$ cat config.mk
export PLATFORM = sky130hd
export DESIGN_NAME = time_bar_ohlcv_aggregator
export DESIGN_NICKNAME = d
export VERILOG_FILES = /design/src/rtl/tbo_pkg.sv /design/src/rtl/tbo_div.sv /design/src/rtl/tbo_dp.sv /design/src/rtl/tbo_ctrl.sv /design/src/rtl/time_bar_ohlcv_aggregator.sv
export SDC_FILE = /design/constraint.sdc
export NUM_CORES = 2
export LEC_CHECK = 0
export BUFFER_PORTS_ARGS = -buffer_cell sky130_fd_sc_hd__buf_2
export CAP_MARGIN = 20
export CORE_MARGIN = 1.5
export CORE_UTILIZATION = 45
export CTS_CLUSTER_SIZE = 28
export DETAILED_ROUTE_END_ITERATION = 6
export HOLD_SLACK_MARGIN = 0.05
export PLACE_DENSITY = 0.61
export REMOVE_ABC_BUFFERS = 1
export SYNTH_ARGS = -nofsm -noshare
export SYNTH_HDL_FRONTEND = slang
export SYNTH_SLANG_ARGS = --single-unit
$ cat constraint.sdc
create_clock -name clk_i -period 31.4 [get_ports clk_i]
set_input_delay 0 -clock clk_i [delete_from_list [all_inputs] [get_ports clk_i]]
set_output_delay 0 -clock clk_i [all_outputs]
set_load 0.02 [all_outputs]
$ cat src/rtl/tbo_pkg.sv
// Shared types and constants for the time bar OHLCV aggregator.
`timescale 1ns / 1ps

package tbo_pkg;

  // Field widths.
  localparam int unsigned TS_W   = 48;
  localparam int unsigned PX_W   = 32;
  localparam int unsigned QTY_W  = 32;
  localparam int unsigned VOL_W  = 48;
  localparam int unsigned DOL_W  = 64;
  localparam int unsigned CNT_W  = 32;
  localparam int unsigned IV_W   = 40;
  localparam int unsigned VWAP_W = 32;
  localparam int unsigned CMD_W  = 2;

  // Packed stream widths.
  localparam int unsigned IN_DATA_W  = 184;
  localparam int unsigned OUT_DATA_W = 448;

  // Shared divider: 64-bit dividend, 48-bit divisor, one quotient bit per cycle.
  localparam int unsigned DIV_N_W  = 64;
  localparam int unsigned DIV_D_W  = 48;
  localparam int unsigned DIV_CNT_W = $clog2(DIV_N_W);

  localparam logic [IV_W-1:0] IV_RESET = IV_W'(60000);

  // Command codes carried in the input tuser field.
  typedef enum logic [CMD_W-1:0] {
    CMD_TRADE = 2'd0,
    CMD_QUOTE = 2'd1,
    CMD_FLUSH = 2'd2
  } cmd_e;

  // Commands from the controller to the datapath.
  typedef struct packed {
    logic in_load;
    logic div_start;
    logic div_vwap;
    logic start_cap;
    logic out_load;
    logic bar_update;
  } tbo_ctl_t;

  // Status from the datapath to the controller.
  typedef struct packed {
    logic is_event;
    logic flush_go;
    logic need_roll;
    logic div_done;
    logic out_free;
  } tbo_sts_t;

endpackage

$ cat src/rtl/tbo_div.sv
// Restoring divider that produces one quotient bit per cycle.
`timescale 1ns / 1ps

module tbo_div (
  input  logic                           clk_i,
  input  logic                           rst_ni,
  input  logic                           start_i,
  input  logic [tbo_pkg::DIV_N_W-1:0]    dividend_i,
  input  logic [tbo_pkg::DIV_D_W-1:0]    divisor_i,
  output logic                           done_o,
  output logic [tbo_pkg::DIV_N_W-1:0]    quotient_o,
  output logic [tbo_pkg::DIV_D_W-1:0]    remainder_o
);
  import tbo_pkg::*;

  logic                 busy_q, busy_d;
  logic                 done_q, done_d;
  logic [DIV_CNT_W-1:0] cnt_q, cnt_d;
  logic [DIV_N_W-1:0]   quo_q, quo_d;
  logic [DIV_D_W-1:0]   rem_q, rem_d;
  logic [DIV_D_W-1:0]   dsr_q, dsr_d;
  logic [DIV_D_W:0]     shifted;
  logic [DIV_D_W:0]     diff;
  logic                 ge;

  // One restoring step: shift in the next dividend bit and try a subtract.
  always_comb begin
    shifted = {rem_q, quo_q[DIV_N_W-1]};
    diff    = shifted - {1'b0, dsr_q};
    ge      = (shifted >= {1'b0, dsr_q});
    busy_d  = busy_q;
    done_d  = done_q;
    cnt_d   = cnt_q;
    quo_d   = quo_q;
    rem_d   = rem_q;
    dsr_d   = dsr_q;
    if (start_i) begin
      busy_d = 1'b1;
      done_d = 1'b0;
      cnt_d  = DIV_CNT_W'(DIV_N_W - 1);
      quo_d  = dividend_i;
      rem_d  = '0;
      dsr_d  = divisor_i;
    end else if (busy_q) begin
      quo_d = {quo_q[DIV_N_W-2:0], ge};
      rem_d = ge ? diff[DIV_D_W-1:0] : shifted[DIV_D_W-1:0];
      cnt_d = cnt_q - DIV_CNT_W'(1);
      if (cnt_q == '0) begin
        busy_d = 1'b0;
        done_d = 1'b1;
      end
    end
  end

  // Control state.
  always_ff @(posedge clk_i or negedge rst_ni) begin
    if (!rst_ni) begin
      busy_q <= 1'b0;
      done_q <= 1'b0;
      cnt_q  <= '0;
    end else begin
      busy_q <= busy_d;
      done_q <= done_d;
      cnt_q  <= cnt_d;
    end
  end

  // Operand and result registers.
  always_ff @(posedge clk_i) begin
    quo_q <= quo_d;
    rem_q <= rem_d;
    dsr_q <= dsr_d;
  end

  assign done_o      = done_q;
  assign quotient_o  = quo_q;
  assign remainder_o = rem_q;

  // A started division runs its full count before it reports done.
  assert property (@(posedge clk_i) disable iff (!rst_ni)
    start_i |=> busy_q && !done_q && (cnt_q == DIV_CNT_W'(DIV_N_W - 1)))
    else $error("divider did not start cleanly");

  // The last step always raises done.
  assert property (@(posedge clk_i) disable iff (!rst_ni)
    (busy_q && !start_i && (cnt_q == '0)) |=> done_q && !busy_q)
    else $error("divider missed its done flag");

endmodule

$ cat src/rtl/tbo_dp.sv
// Datapath: input request register, bar state, shared divider and result register.
`timescale 1ns / 1ps

module tbo_dp (
  input  logic                               clk_i,
  input  logic                               rst_ni,
  input  tbo_pkg::tbo_ctl_t                  ctl_i,
  output tbo_pkg::tbo_sts_t                  sts_o,
  input  logic                               cfg_valid_i,
  input  logic [tbo_pkg::IV_W-1:0]           cfg_data_i,
  input  logic [tbo_pkg::CMD_W-1:0]          in_cmd_i,
  input  logic [tbo_pkg::IN_DATA_W-1:0]      in_data_i,
  output logic                               out_valid_o,
  input  logic                               out_ready_i,
  output logic [tbo_pkg::OUT_DATA_W-1:0]     out_data_o,
  output logic                               out_quote_o
);
  import tbo_pkg::*;

  // Captured request.
  cmd_e              cmd_q;
  logic [TS_W-1:0]   ts_q;
  logic [PX_W-1:0]   price_q;
  logic [QTY_W-1:0]  qty_q;
  logic              maker_q;
  logic [PX_W-1:0]   bid_q;
  logic [PX_W-1:0]   ask_q;
  logic [DOL_W-1:0]  prod_q;

  // Configuration.
  logic [IV_W-1:0]   interval_q;
  logic [IV_W-1:0]   iv_eff;

  // Bar state.
  logic              bar_open_q;
  logic [TS_W-1:0]   bar_start_q, bar_end_q, start_q;
  logic [PX_W-1:0]   open_q, high_q, low_q, close_q;
  logic [VOL_W-1:0]  volume_q, buy_q;
  logic [DOL_W-1:0]  dollar_q;
  logic [CNT_W-1:0]  count_q;
  logic              quote_q;

  // Result register.
  logic                   out_valid_q;
  logic [OUT_DATA_W-1:0]  out_data_q;
  logic                   out_quote_q;

  // Divider hookup.
  logic [DIV_N_W-1:0] div_dividend, div_quo;
  logic [DIV_D_W-1:0] div_divisor, div_rem;
  logic               div_done;

  // Update logic.
  logic [TS_W-1:0]   start_calc;
  logic              roll;
  logic [PX_W:0]     mid_sum;
  logic [PX_W-1:0]   px;
  logic [CNT_W-1:0]  cnt_base;
  logic [VOL_W-1:0]  vol_base, buy_base;
  logic [DOL_W-1:0]  dol_base;
  logic [VOL_W:0]    vol_sum, buy_sum;
  logic [DOL_W:0]    dol_sum;
  logic [VWAP_W-1:0] vwap;

  // Capture the request; the trade product is registered from the captured price and quantity.
  always_ff @(posedge clk_i) begin
    if (ctl_i.in_load) begin
      cmd_q   <= cmd_e'(in_cmd_i);
      ts_q    <= in_data_i[47:0];
      price_q <= in_data_i[79:48];
      qty_q   <= in_data_i[111:80];
      maker_q <= in_data_i[112];
      bid_q   <= in_data_i[144:113];
      ask_q   <= in_data_i[176:145];
    end
    prod_q <= DOL_W'(price_q) * DOL_W'(qty_q);
  end

  // Interval register; zero acts as one.
  always_ff @(posedge clk_i or negedge rst_ni) begin
    if (!rst_ni) begin
      interval_q <= IV_RESET;
    end else if (cfg_valid_i) begin
      interval_q <= cfg_data_i;
    end
  end
  assign iv_eff = (interval_q == '0) ? IV_W'(1) : interval_q;

  // The divider floors the timestamp or forms the volume-weighted price.
  assign div_dividend = ctl_i.div_vwap ? dollar_q : DIV_N_W'(ts_q);
  assign div_divisor  = ctl_i.div_vwap ? volume_q : DIV_D_W'(iv_eff);

  tbo_div u_div (
    .clk_i       (clk_i),
    .rst_ni      (rst_ni),
    .start_i     (ctl_i.div_start),
    .dividend_i  (div_dividend),
    .divisor_i   (div_divisor),
    .done_o      (div_done),
    .quotient_o  (div_quo),
    .remainder_o (div_rem)
  );

  // Bar start is the timestamp less its remainder.
  assign start_calc = ts_q - div_rem;

  // Event update values.
  always_comb begin
    roll     = !bar_open_q || (start_q != bar_start_q);
    mid_sum  = {1'b0, bid_q} + {1'b0, ask_q};
    px       = (cmd_q == CMD_TRADE) ? price_q : mid_sum[PX_W:1];
    cnt_base = roll ? '0 : count_q;
    vol_base = roll ? '0 : volume_q;
    buy_base = roll ? '0 : buy_q;
    dol_base = roll ? '0 : dollar_q;
    vol_sum  = {1'b0, vol_base} + (VOL_W+1)'(qty_q);
    buy_sum  = {1'b0, buy_base} + (VOL_W+1)'(qty_q);
    dol_sum  = {1'b0, dol_base} + {1'b0, prod_q};
  end

  // Bar control state.
  always_ff @(posedge clk_i or negedge rst_ni) begin
    if (!rst_ni) begin
      bar_open_q <= 1'b0;
      count_q    <= '0;
    end else if (ctl_i.bar_update) begin
      bar_open_q <= 1'b1;
      count_q    <= (cnt_base == '1) ? cnt_base : cnt_base + CNT_W'(1);
    end
  end

  // Bar payload registers.
  always_ff @(posedge clk_i) begin
    if (ctl_i.start_cap) begin
      start_q <= start_calc;
    end
    if (ctl_i.bar_update) begin
      bar_end_q <= ts_q;
      if (roll) begin
        bar_start_q <= start_q;
        quote_q     <= (cmd_q == CMD_QUOTE);
      end
      if (cnt_base == '0) begin
        open_q  <= px;
        high_q  <= px;
        low_q   <= px;
        close_q <= px;
      end else begin
        if (px > high_q) high_q <= px;
        if (px < low_q)  low_q  <= px;
        close_q <= px;
      end
      if (cmd_q == CMD_TRADE) begin
        volume_q <= vol_sum[VOL_W] ? '1 : vol_sum[VOL_W-1:0];
        buy_q    <= maker_q ? buy_base : (buy_sum[VOL_W] ? '1 : buy_sum[VOL_W-1:0]);
        dollar_q <= dol_sum[DOL_W] ? '1 : dol_sum[DOL_W-1:0];
      end else begin
        volume_q <= vol_base;
        buy_q    <= buy_base;
        dollar_q <= dol_base;
      end
    end
  end

  // Quotient clipped to the price width; no volume gives zero.
  always_comb begin
    if (volume_q == '0) begin
      vwap = '0;
    end else if (div_quo[DIV_N_W-1:VWAP_W] != '0) begin
      vwap = '1;
    end else begin
      vwap = div_quo[VWAP_W-1:0];
    end
  end

  // Result register; it is reloaded only once the previous result has gone.
  always_ff @(posedge clk_i or negedge rst_ni) begin
    if (!rst_ni) begin
      out_valid_q <= 1'b0;
    end else if (ctl_i.out_load) begin
      out_valid_q <= 1'b1;
    end else if (out_ready_i) begin
      out_valid_q <= 1'b0;
    end
  end

  always_ff @(posedge clk_i) begin
    if (ctl_i.out_load) begin
      out_data_q  <= {count_q, vwap, dollar_q, buy_q, volume_q,
                      close_q, low_q, high_q, open_q, bar_end_q, bar_start_q};
      out_quote_q <= quote_q;
    end
  end

  assign out_valid_o = out_valid_q;
  assign out_data_o  = out_data_q;
  assign out_quote_o = out_quote_q;

  // Status to the controller.
  always_comb begin
    sts_o.is_event  = (cmd_q == CMD_TRADE) || (cmd_q == CMD_QUOTE);
    sts_o.flush_go  = (cmd_q == CMD_FLUSH) && bar_open_q && (count_q != '0);
    sts_o.need_roll = bar_open_q && (start_calc != bar_start_q);
    sts_o.div_done  = div_done;
    sts_o.out_free  = !out_valid_q || out_ready_i;
  end

  // After an event update the bar is open and holds at least one event.
  assert property (@(posedge clk_i) disable iff (!rst_ni)
    ctl_i.bar_update |=> bar_open_q && (count_q != '0))
    else $error("bar update left an empty bar");

endmodule

$ cat src/rtl/tbo_ctrl.sv
// Controller state machine that sequences each request through the datapath.
`timescale 1ns / 1ps

module tbo_ctrl (
  input  logic               clk_i,
  input  logic               rst_ni,
  input  logic               in_valid_i,
  output logic               in_ready_o,
  output tbo_pkg::tbo_ctl_t  ctl_o,
  input  tbo_pkg::tbo_sts_t  sts_i
);
  import tbo_pkg::*;

  typedef enum logic [2:0] {
    ST_IDLE,
    ST_LAUNCH,
    ST_TS_DIV,
    ST_CHECK,
    ST_VW_DIV,
    ST_EMIT,
    ST_UPDATE
  } state_e;

  state_e state_q, state_d;

  // Command decode and next state.
  always_comb begin
    ctl_o   = '0;
    state_d = state_q;
    unique case (state_q)
      ST_IDLE: begin
        ctl_o.in_load = in_valid_i;
        if (in_valid_i) state_d = ST_LAUNCH;
      end
      ST_LAUNCH: begin
        if (sts_i.is_event) begin
          ctl_o.div_start = 1'b1;
          state_d = ST_TS_DIV;
        end else if (sts_i.flush_go) begin
          ctl_o.div_start = 1'b1;
          ctl_o.div_vwap  = 1'b1;
          state_d = ST_VW_DIV;
        end else begin
          state_d = ST_IDLE;
        end
      end
      ST_TS_DIV: begin
        if (sts_i.div_done) state_d = ST_CHECK;
      end
      ST_CHECK: begin
        ctl_o.start_cap = 1'b1;
        if (sts_i.need_roll) begin
          ctl_o.div_start = 1'b1;
          ctl_o.div_vwap  = 1'b1;
          state_d = ST_VW_DIV;
        end else begin
          state_d = ST_UPDATE;
        end
      end
      ST_VW_DIV: begin
        ctl_o.div_vwap = 1'b1;
        if (sts_i.div_done) state_d = ST_EMIT;
      end
      ST_EMIT: begin
        ctl_o.div_vwap = 1'b1;
        ctl_o.out_load = sts_i.out_free;
        if (sts_i.out_free) state_d = sts_i.is_event ? ST_UPDATE : ST_IDLE;
      end
      ST_UPDATE: begin
        ctl_o.bar_update = 1'b1;
        state_d = ST_IDLE;
      end
      default: state_d = ST_IDLE;
    endcase
  end

  // State register.
  always_ff @(posedge clk_i or negedge rst_ni) begin
    if (!rst_ni) begin
      state_q <= ST_IDLE;
    end else begin
      state_q <= state_d;
    end
  end

  assign in_ready_o = (state_q == ST_IDLE);

  // A result is never loaded over one that is still waiting.
  assert property (@(posedge clk_i) disable iff (!rst_ni)
    ctl_o.out_load |-> sts_i.out_free)
    else $error("result register overwritten");

  // The bar is only updated after the divider has settled its start.
  assert property (@(posedge clk_i) disable iff (!rst_ni)
    ctl_o.bar_update |-> ($past(state_q) == ST_CHECK) || ($past(state_q) == ST_EMIT))
    else $error("bar update out of sequence");

endmodule

$ cat src/rtl/time_bar_ohlcv_aggregator.sv
// Top level of the time bar OHLCV aggregator.
`timescale 1ns / 1ps

// Usage:
// Trade, quote and flush requests arrive on the s_axis channel, the command in
// tuser. Finished bars leave on the m_axis channel with the quote-bar flag in
// tuser. The bar interval is to be written on the cfg channel only while the
// block is idle; the block does not enforce this, and cfg_ready_o is always high.
// One request is handled at a time. A trade or quote that stays in the open bar
// passes once through the serial divider, which floors the timestamp to the
// interval; one that closes the bar then uses the same divider to form the
// bar's VWAP before the bar is emitted. A flush that emits uses it for the VWAP
// only, and one that does not emit needs no division. A result is loaded into the
// result register after the divider raises done, once the register is free.
// Reset clears the bar, loads an interval of 60000 ms and empties the result
// register. When the receiver stalls, a finished bar waits in the result
// register and the block holds the next emitting request until it is taken.
module time_bar_ohlcv_aggregator (
  input  logic                              clk_i,
  input  logic                              rst_ni,
  // Configuration write: interval in ms.
  input  logic                              cfg_valid_i,
  output logic                              cfg_ready_o,
  input  logic [tbo_pkg::IV_W-1:0]          cfg_data_i,
  // Requests.
  input  logic                              s_axis_tvalid,
  output logic                              s_axis_tready,
  // tdata: timestamp[47:0], price[79:48], quantity[111:80], buyer_is_maker[112],
  // bid_price[144:113], ask_price[176:145], zero padding[183:177].
  input  logic [tbo_pkg::IN_DATA_W-1:0]     s_axis_tdata,
  // tuser: cmd[1:0].
  input  logic [tbo_pkg::CMD_W-1:0]         s_axis_tuser,
  // Finished bars.
  output logic                              m_axis_tvalid,
  input  logic                              m_axis_tready,
  // tdata: start_time[47:0], end_time[95:48], open_price[127:96],
  // high_price[159:128], low_price[191:160], close_price[223:192],
  // total_volume[271:224], taker_buy_volume[319:272], traded_value[383:320],
  // vwap[415:384], event_count[447:416].
  output logic [tbo_pkg::OUT_DATA_W-1:0]    m_axis_tdata,
  // tuser: quote_bar[0].
  output logic                              m_axis_tuser
);
  import tbo_pkg::*;

  tbo_ctl_t ctl;
  tbo_sts_t sts;

  // Configuration is taken at any time.
  assign cfg_ready_o = 1'b1;

  tbo_ctrl u_ctrl (
    .clk_i      (clk_i),
    .rst_ni     (rst_ni),
    .in_valid_i (s_axis_tvalid),
    .in_ready_o (s_axis_tready),
    .ctl_o      (ctl),
    .sts_i      (sts)
  );

  tbo_dp u_dp (
    .clk_i       (clk_i),
    .rst_ni      (rst_ni),
    .ctl_i       (ctl),
    .sts_o       (sts),
    .cfg_valid_i (cfg_valid_i),
    .cfg_data_i  (cfg_data_i),
    .in_cmd_i    (s_axis_tuser),
    .in_data_i   (s_axis_tdata),
    .out_valid_o (m_axis_tvalid),
    .out_ready_i (m_axis_tready),
    .out_data_o  (m_axis_tdata),
    .out_quote_o (m_axis_tuser)
  );

endmodule
==> impl_metrics.ini <==
[logic_synthesis]
synthCells = 8872
seq_area_frac_synth_pct = 40.4
synth_cell_type_count = 95
ys_async_sr_fraction_pct = 6.20
ys_warn_count = 0
ys.flop_type = edfxtp_1
synth_edf_count = 1173
avgSynthCellArea_um2 = 11.0
syn_area_um2 = 98000
ys_ff_latch = 1370

[sta]
rsz0062_at_grt = no
slew_viol_final = 0
max_slew.worst_pin.slew_ns = 1.07
finClkSkew_ns = 0.0791
maxSlewHeadroom_pct = 28.5
tns_ns = 0
hold_viol_final = 0
fin_crit_ns = 9.34
fmax_mhz = 107
setup_viol_count_final = 0
finalCritPeriodShare_pct = 29.8

[die]
rows = 171
coreArea_um2 = 217000
fp.dieH_um = 470
die_w_um = 470
initial_utilization_pct = 45.2
io_pins = 683
fp.dieArea_um2 = 220000

[worst_setup_path]
worstSetupPathType = flop to flop
path_buf_inv = 6
startpoint_type = flop
reg2reg_depth = 28
slowest_delay_ns = 0.82
critPathSlowestCell = edfxtp_1
crit-reg2reg-capture = u_dp.prod_q[60]
crit_required_ns = 32.10
crit_top_cell = fa_1
worstPathArrival_ns = 10.05
r2r-start = u_dp.price_q[28]
end_kind = flop
cpLargestDelayFamily = adder cells
ff2ff_setup_slack_ns = 22.06
critPathMaxFanout = 20

[routing]
firstDrtPassIters = 5
dr_total_vias = 71700
wl_per_cell_um = 24.2
drtIter0Drc = 5907
drc = 0
vias_per_cell = 5.55
drt-total-wl_mm = 312
ant_nets = 0

[finish]
syn_to_final_growth_pct = 16.9
drive_above_1_share_pct = 11.7
finalNetCount = 11600
stdcell_count = 12900

[place]
io_buffers = 674
dp_hpwl_mm = 231
place_congestion = 0.944
placed_cells = 12100

[global_route]
grt_usage_pct = 28.1
grt_max_degree = 107
grt_pass1_wl_mm = 465
grt_antenna_before_repair = 16
grt-ovfl-total = 0
grt_pass1_vias = 73700

[hold_path]
hp-class = input port to flop
holdCritStartpoint = s_axis_tdata[34]
hold_path_depth = 2
holdPathEnd = u_dp.ts_q[34]

[outcome]
outcome = complete, no violations

[cts]
clock_path_buffers = 3
worstSkewPairLatency_ns = 0.84
post_cts_buffers = 0
path_clk_slew_ns = 0.06
cts_sinks = 1370
h-tree-depth = 4
cts_made_buffers = 152
tritoncts = built
cts_root_buf = clkbuf_16

[run]
maxCapViolCount = 0
==> state kept, by name, summed over array words and instances (netlist names), 40 cells and up <==
name,count
u_dp.bar_start_q,48
u_dp.interval_q,40
u_dp.start_q,48
u_dp.u_div.quotient_o,64
u_dp.out_data_o,448
u_dp.volume_q,48
u_dp.prod_q,64
u_dp.bar_end_q,48
u_dp.u_div.dsr_q,48
u_dp.ts_q,48
u_dp.buy_q,48
u_dp.dollar_q,64
u_dp.u_div.remainder_o,48
==> worst max-delay path by stage <==
| stage | from | endpoint | cells after the start |
|---|---|---|---|
| after floorplan | u_dp.out_valid_o | u_dp.out_data_o[0] | 2 |
| after global placement | u_dp.price_q[28] | u_dp.prod_q[60] | 28 |
| after detailed placement | u_dp.price_q[28] | u_dp.prod_q[60] | 28 |
| after CTS | u_dp.price_q[28] | u_dp.prod_q[60] | 28 |
| after global routing | u_dp.price_q[28] | u_dp.prod_q[60] | 28 |
| final | u_dp.price_q[28] | u_dp.prod_q[60] | 28 |
==> final cells by class <==
cell class / count / area [µm²]
Timing Repair Buffer: 1288 / 9240
Multi-Input combinational cell: 5950 / 52600
Inverter: 1168 / 4390
Clock inverter: 93 / 1070
Clock buffer: 181 / 3990
Antenna cell: 10 / 25.0
Sequential cell: 1370 / 39600
Tap cell: 2854 / 3570
Fill cell: 18900 / 102000
==> cells by family after synthesis <==
family / after synthesis / synth area share [%]
adder cells (fa/ha/maj): 1486 / 25.9
AND/OR/NAND/NOR: 2482 / 12.8
flip-flops: 1370 / 40.4
buffers and inverters: 1552 / 6.01
other: 1 / 0.00383
multiplexers: 143 / 1.60
XOR/XNOR: 418 / 3.81
AO/OA/AOI/OAI: 1420 / 9.44
==> placed cells by master (no fill, tap or decap), types with 61 or more instances in the layout <==
cell / count
ha_1: 584
nand3_1: 119
dfxtp_1: 112
a21o_1: 179
nor2_1: 364
xor2_1: 179
fa_1: 902
nor2b_1: 61
nor3_1: 65
clkbuf_16: 154
edfxtp_1: 1173
buf_2: 673
mux2i_1: 61
dlygate4sd3_1: 481
o21ai_0: 275
nand4_1: 86
and2_1: 719
nand2_1: 776
mux2_2: 70
dfrtp_1: 77
o21a_1: 75
buf_4: 128
a2bb2oi_1: 82
a21oi_1: 402
inv_1: 1165
a31oi_1: 71
xnor2_1: 234
==> cells in the mapped netlist (all sizes together), types with 8 or more instances <==
| master | number | area [µm²] |
|---|---|---|
| a221o | 12 | 120 |
| dfxtp | 112 | 2240 |
| a2bb2oi | 82 | 718 |
| edfxtp | 1173 | 35200 |
| ha | 584 | 7310 |
| a211oi | 29 | 223 |
| clkbuf | 353 | 1330 |
| nor2b | 61 | 382 |
| o31ai | 30 | 225 |
| dfrtp | 78 | 1950 |
| inv | 1167 | 4380 |
| nor3 | 66 | 330 |
| a311oi | 15 | 131 |
| mux2i | 61 | 611 |
| a221oi | 12 | 105 |
| fa | 902 | 18100 |
| nand4 | 86 | 538 |
| o211a | 8 | 80.1 |
| or3 | 26 | 163 |
| and2 | 721 | 4510 |
| nor2 | 371 | 1400 |
| buf | 31 | 176 |
| a2111oi | 15 | 150 |
| or2 | 19 | 119 |
| o21bai | 50 | 375 |
| nand3 | 119 | 596 |
| nand2 | 776 | 2910 |
| nor4 | 55 | 344 |
| nand3b | 23 | 173 |
| xor2 | 179 | 1570 |
| mux2 | 82 | 961 |
| a21o | 179 | 1340 |
| and3 | 58 | 363 |
| o21ai | 284 | 1430 |
| a31oi | 71 | 444 |
| a211o | 14 | 123 |
| o211ai | 39 | 293 |
| a21oi | 407 | 2060 |
| a21boi | 12 | 90.1 |
| nand2b | 59 | 369 |
| o21a | 76 | 571 |
| xnor2 | 234 | 2050 |
| and4 | 13 | 114 |
==> metal layers <==
metal	track usage (%)	part of all wire [%]	vias to the layer above
met5	0	0.0083	-
met1	37.0	42	36400
met4	13.4	5.4	4
met3	4.22	6.5	579
li1	-	-	32100
met2	45.4	46	2694
==> worst register-to-register path, delay by kind of cell, from the launching register on <==
| kind | cells | cell delay [ns] |
|---|---|---|
| fa+ha+maj | 9 | 4.24 |
| compound gates | 11 | 3.14 |
| buf+inv | 6 | 0.74 |
| xor+xnor | 1 | 0.14 |
| simple gates | 1 | 0.17 |
| flops | 1 | 0.82 |
==> through the flow <==
stage / setup WS (ns) / instance area (µm²) / util, % / hold slack [ns]
floorplan: 10.92 / 96500 / - / -0.296
global placement: 22.18 / 104000 / 48.2 / -0.00325
detailed placement: 22.16 / 105000 / 48.2 / 0.00116
CTS: 22.12 / 114000 / 52.8 / 0.103
global route: 21.74 / 114000 / 52.8 / 0.107
finish: 22.06 / 114000 / 52.8 / 0.142
==> what timing repair did <==
action,4_1_cts,5_1_grt
endpoints found under the hold margin,337,0
hold buffers,482,0
resized for setup,0,0
Power is not shown: default switching activity piles up to over one toggle a cycle in this logic, so the estimate is an artifact.
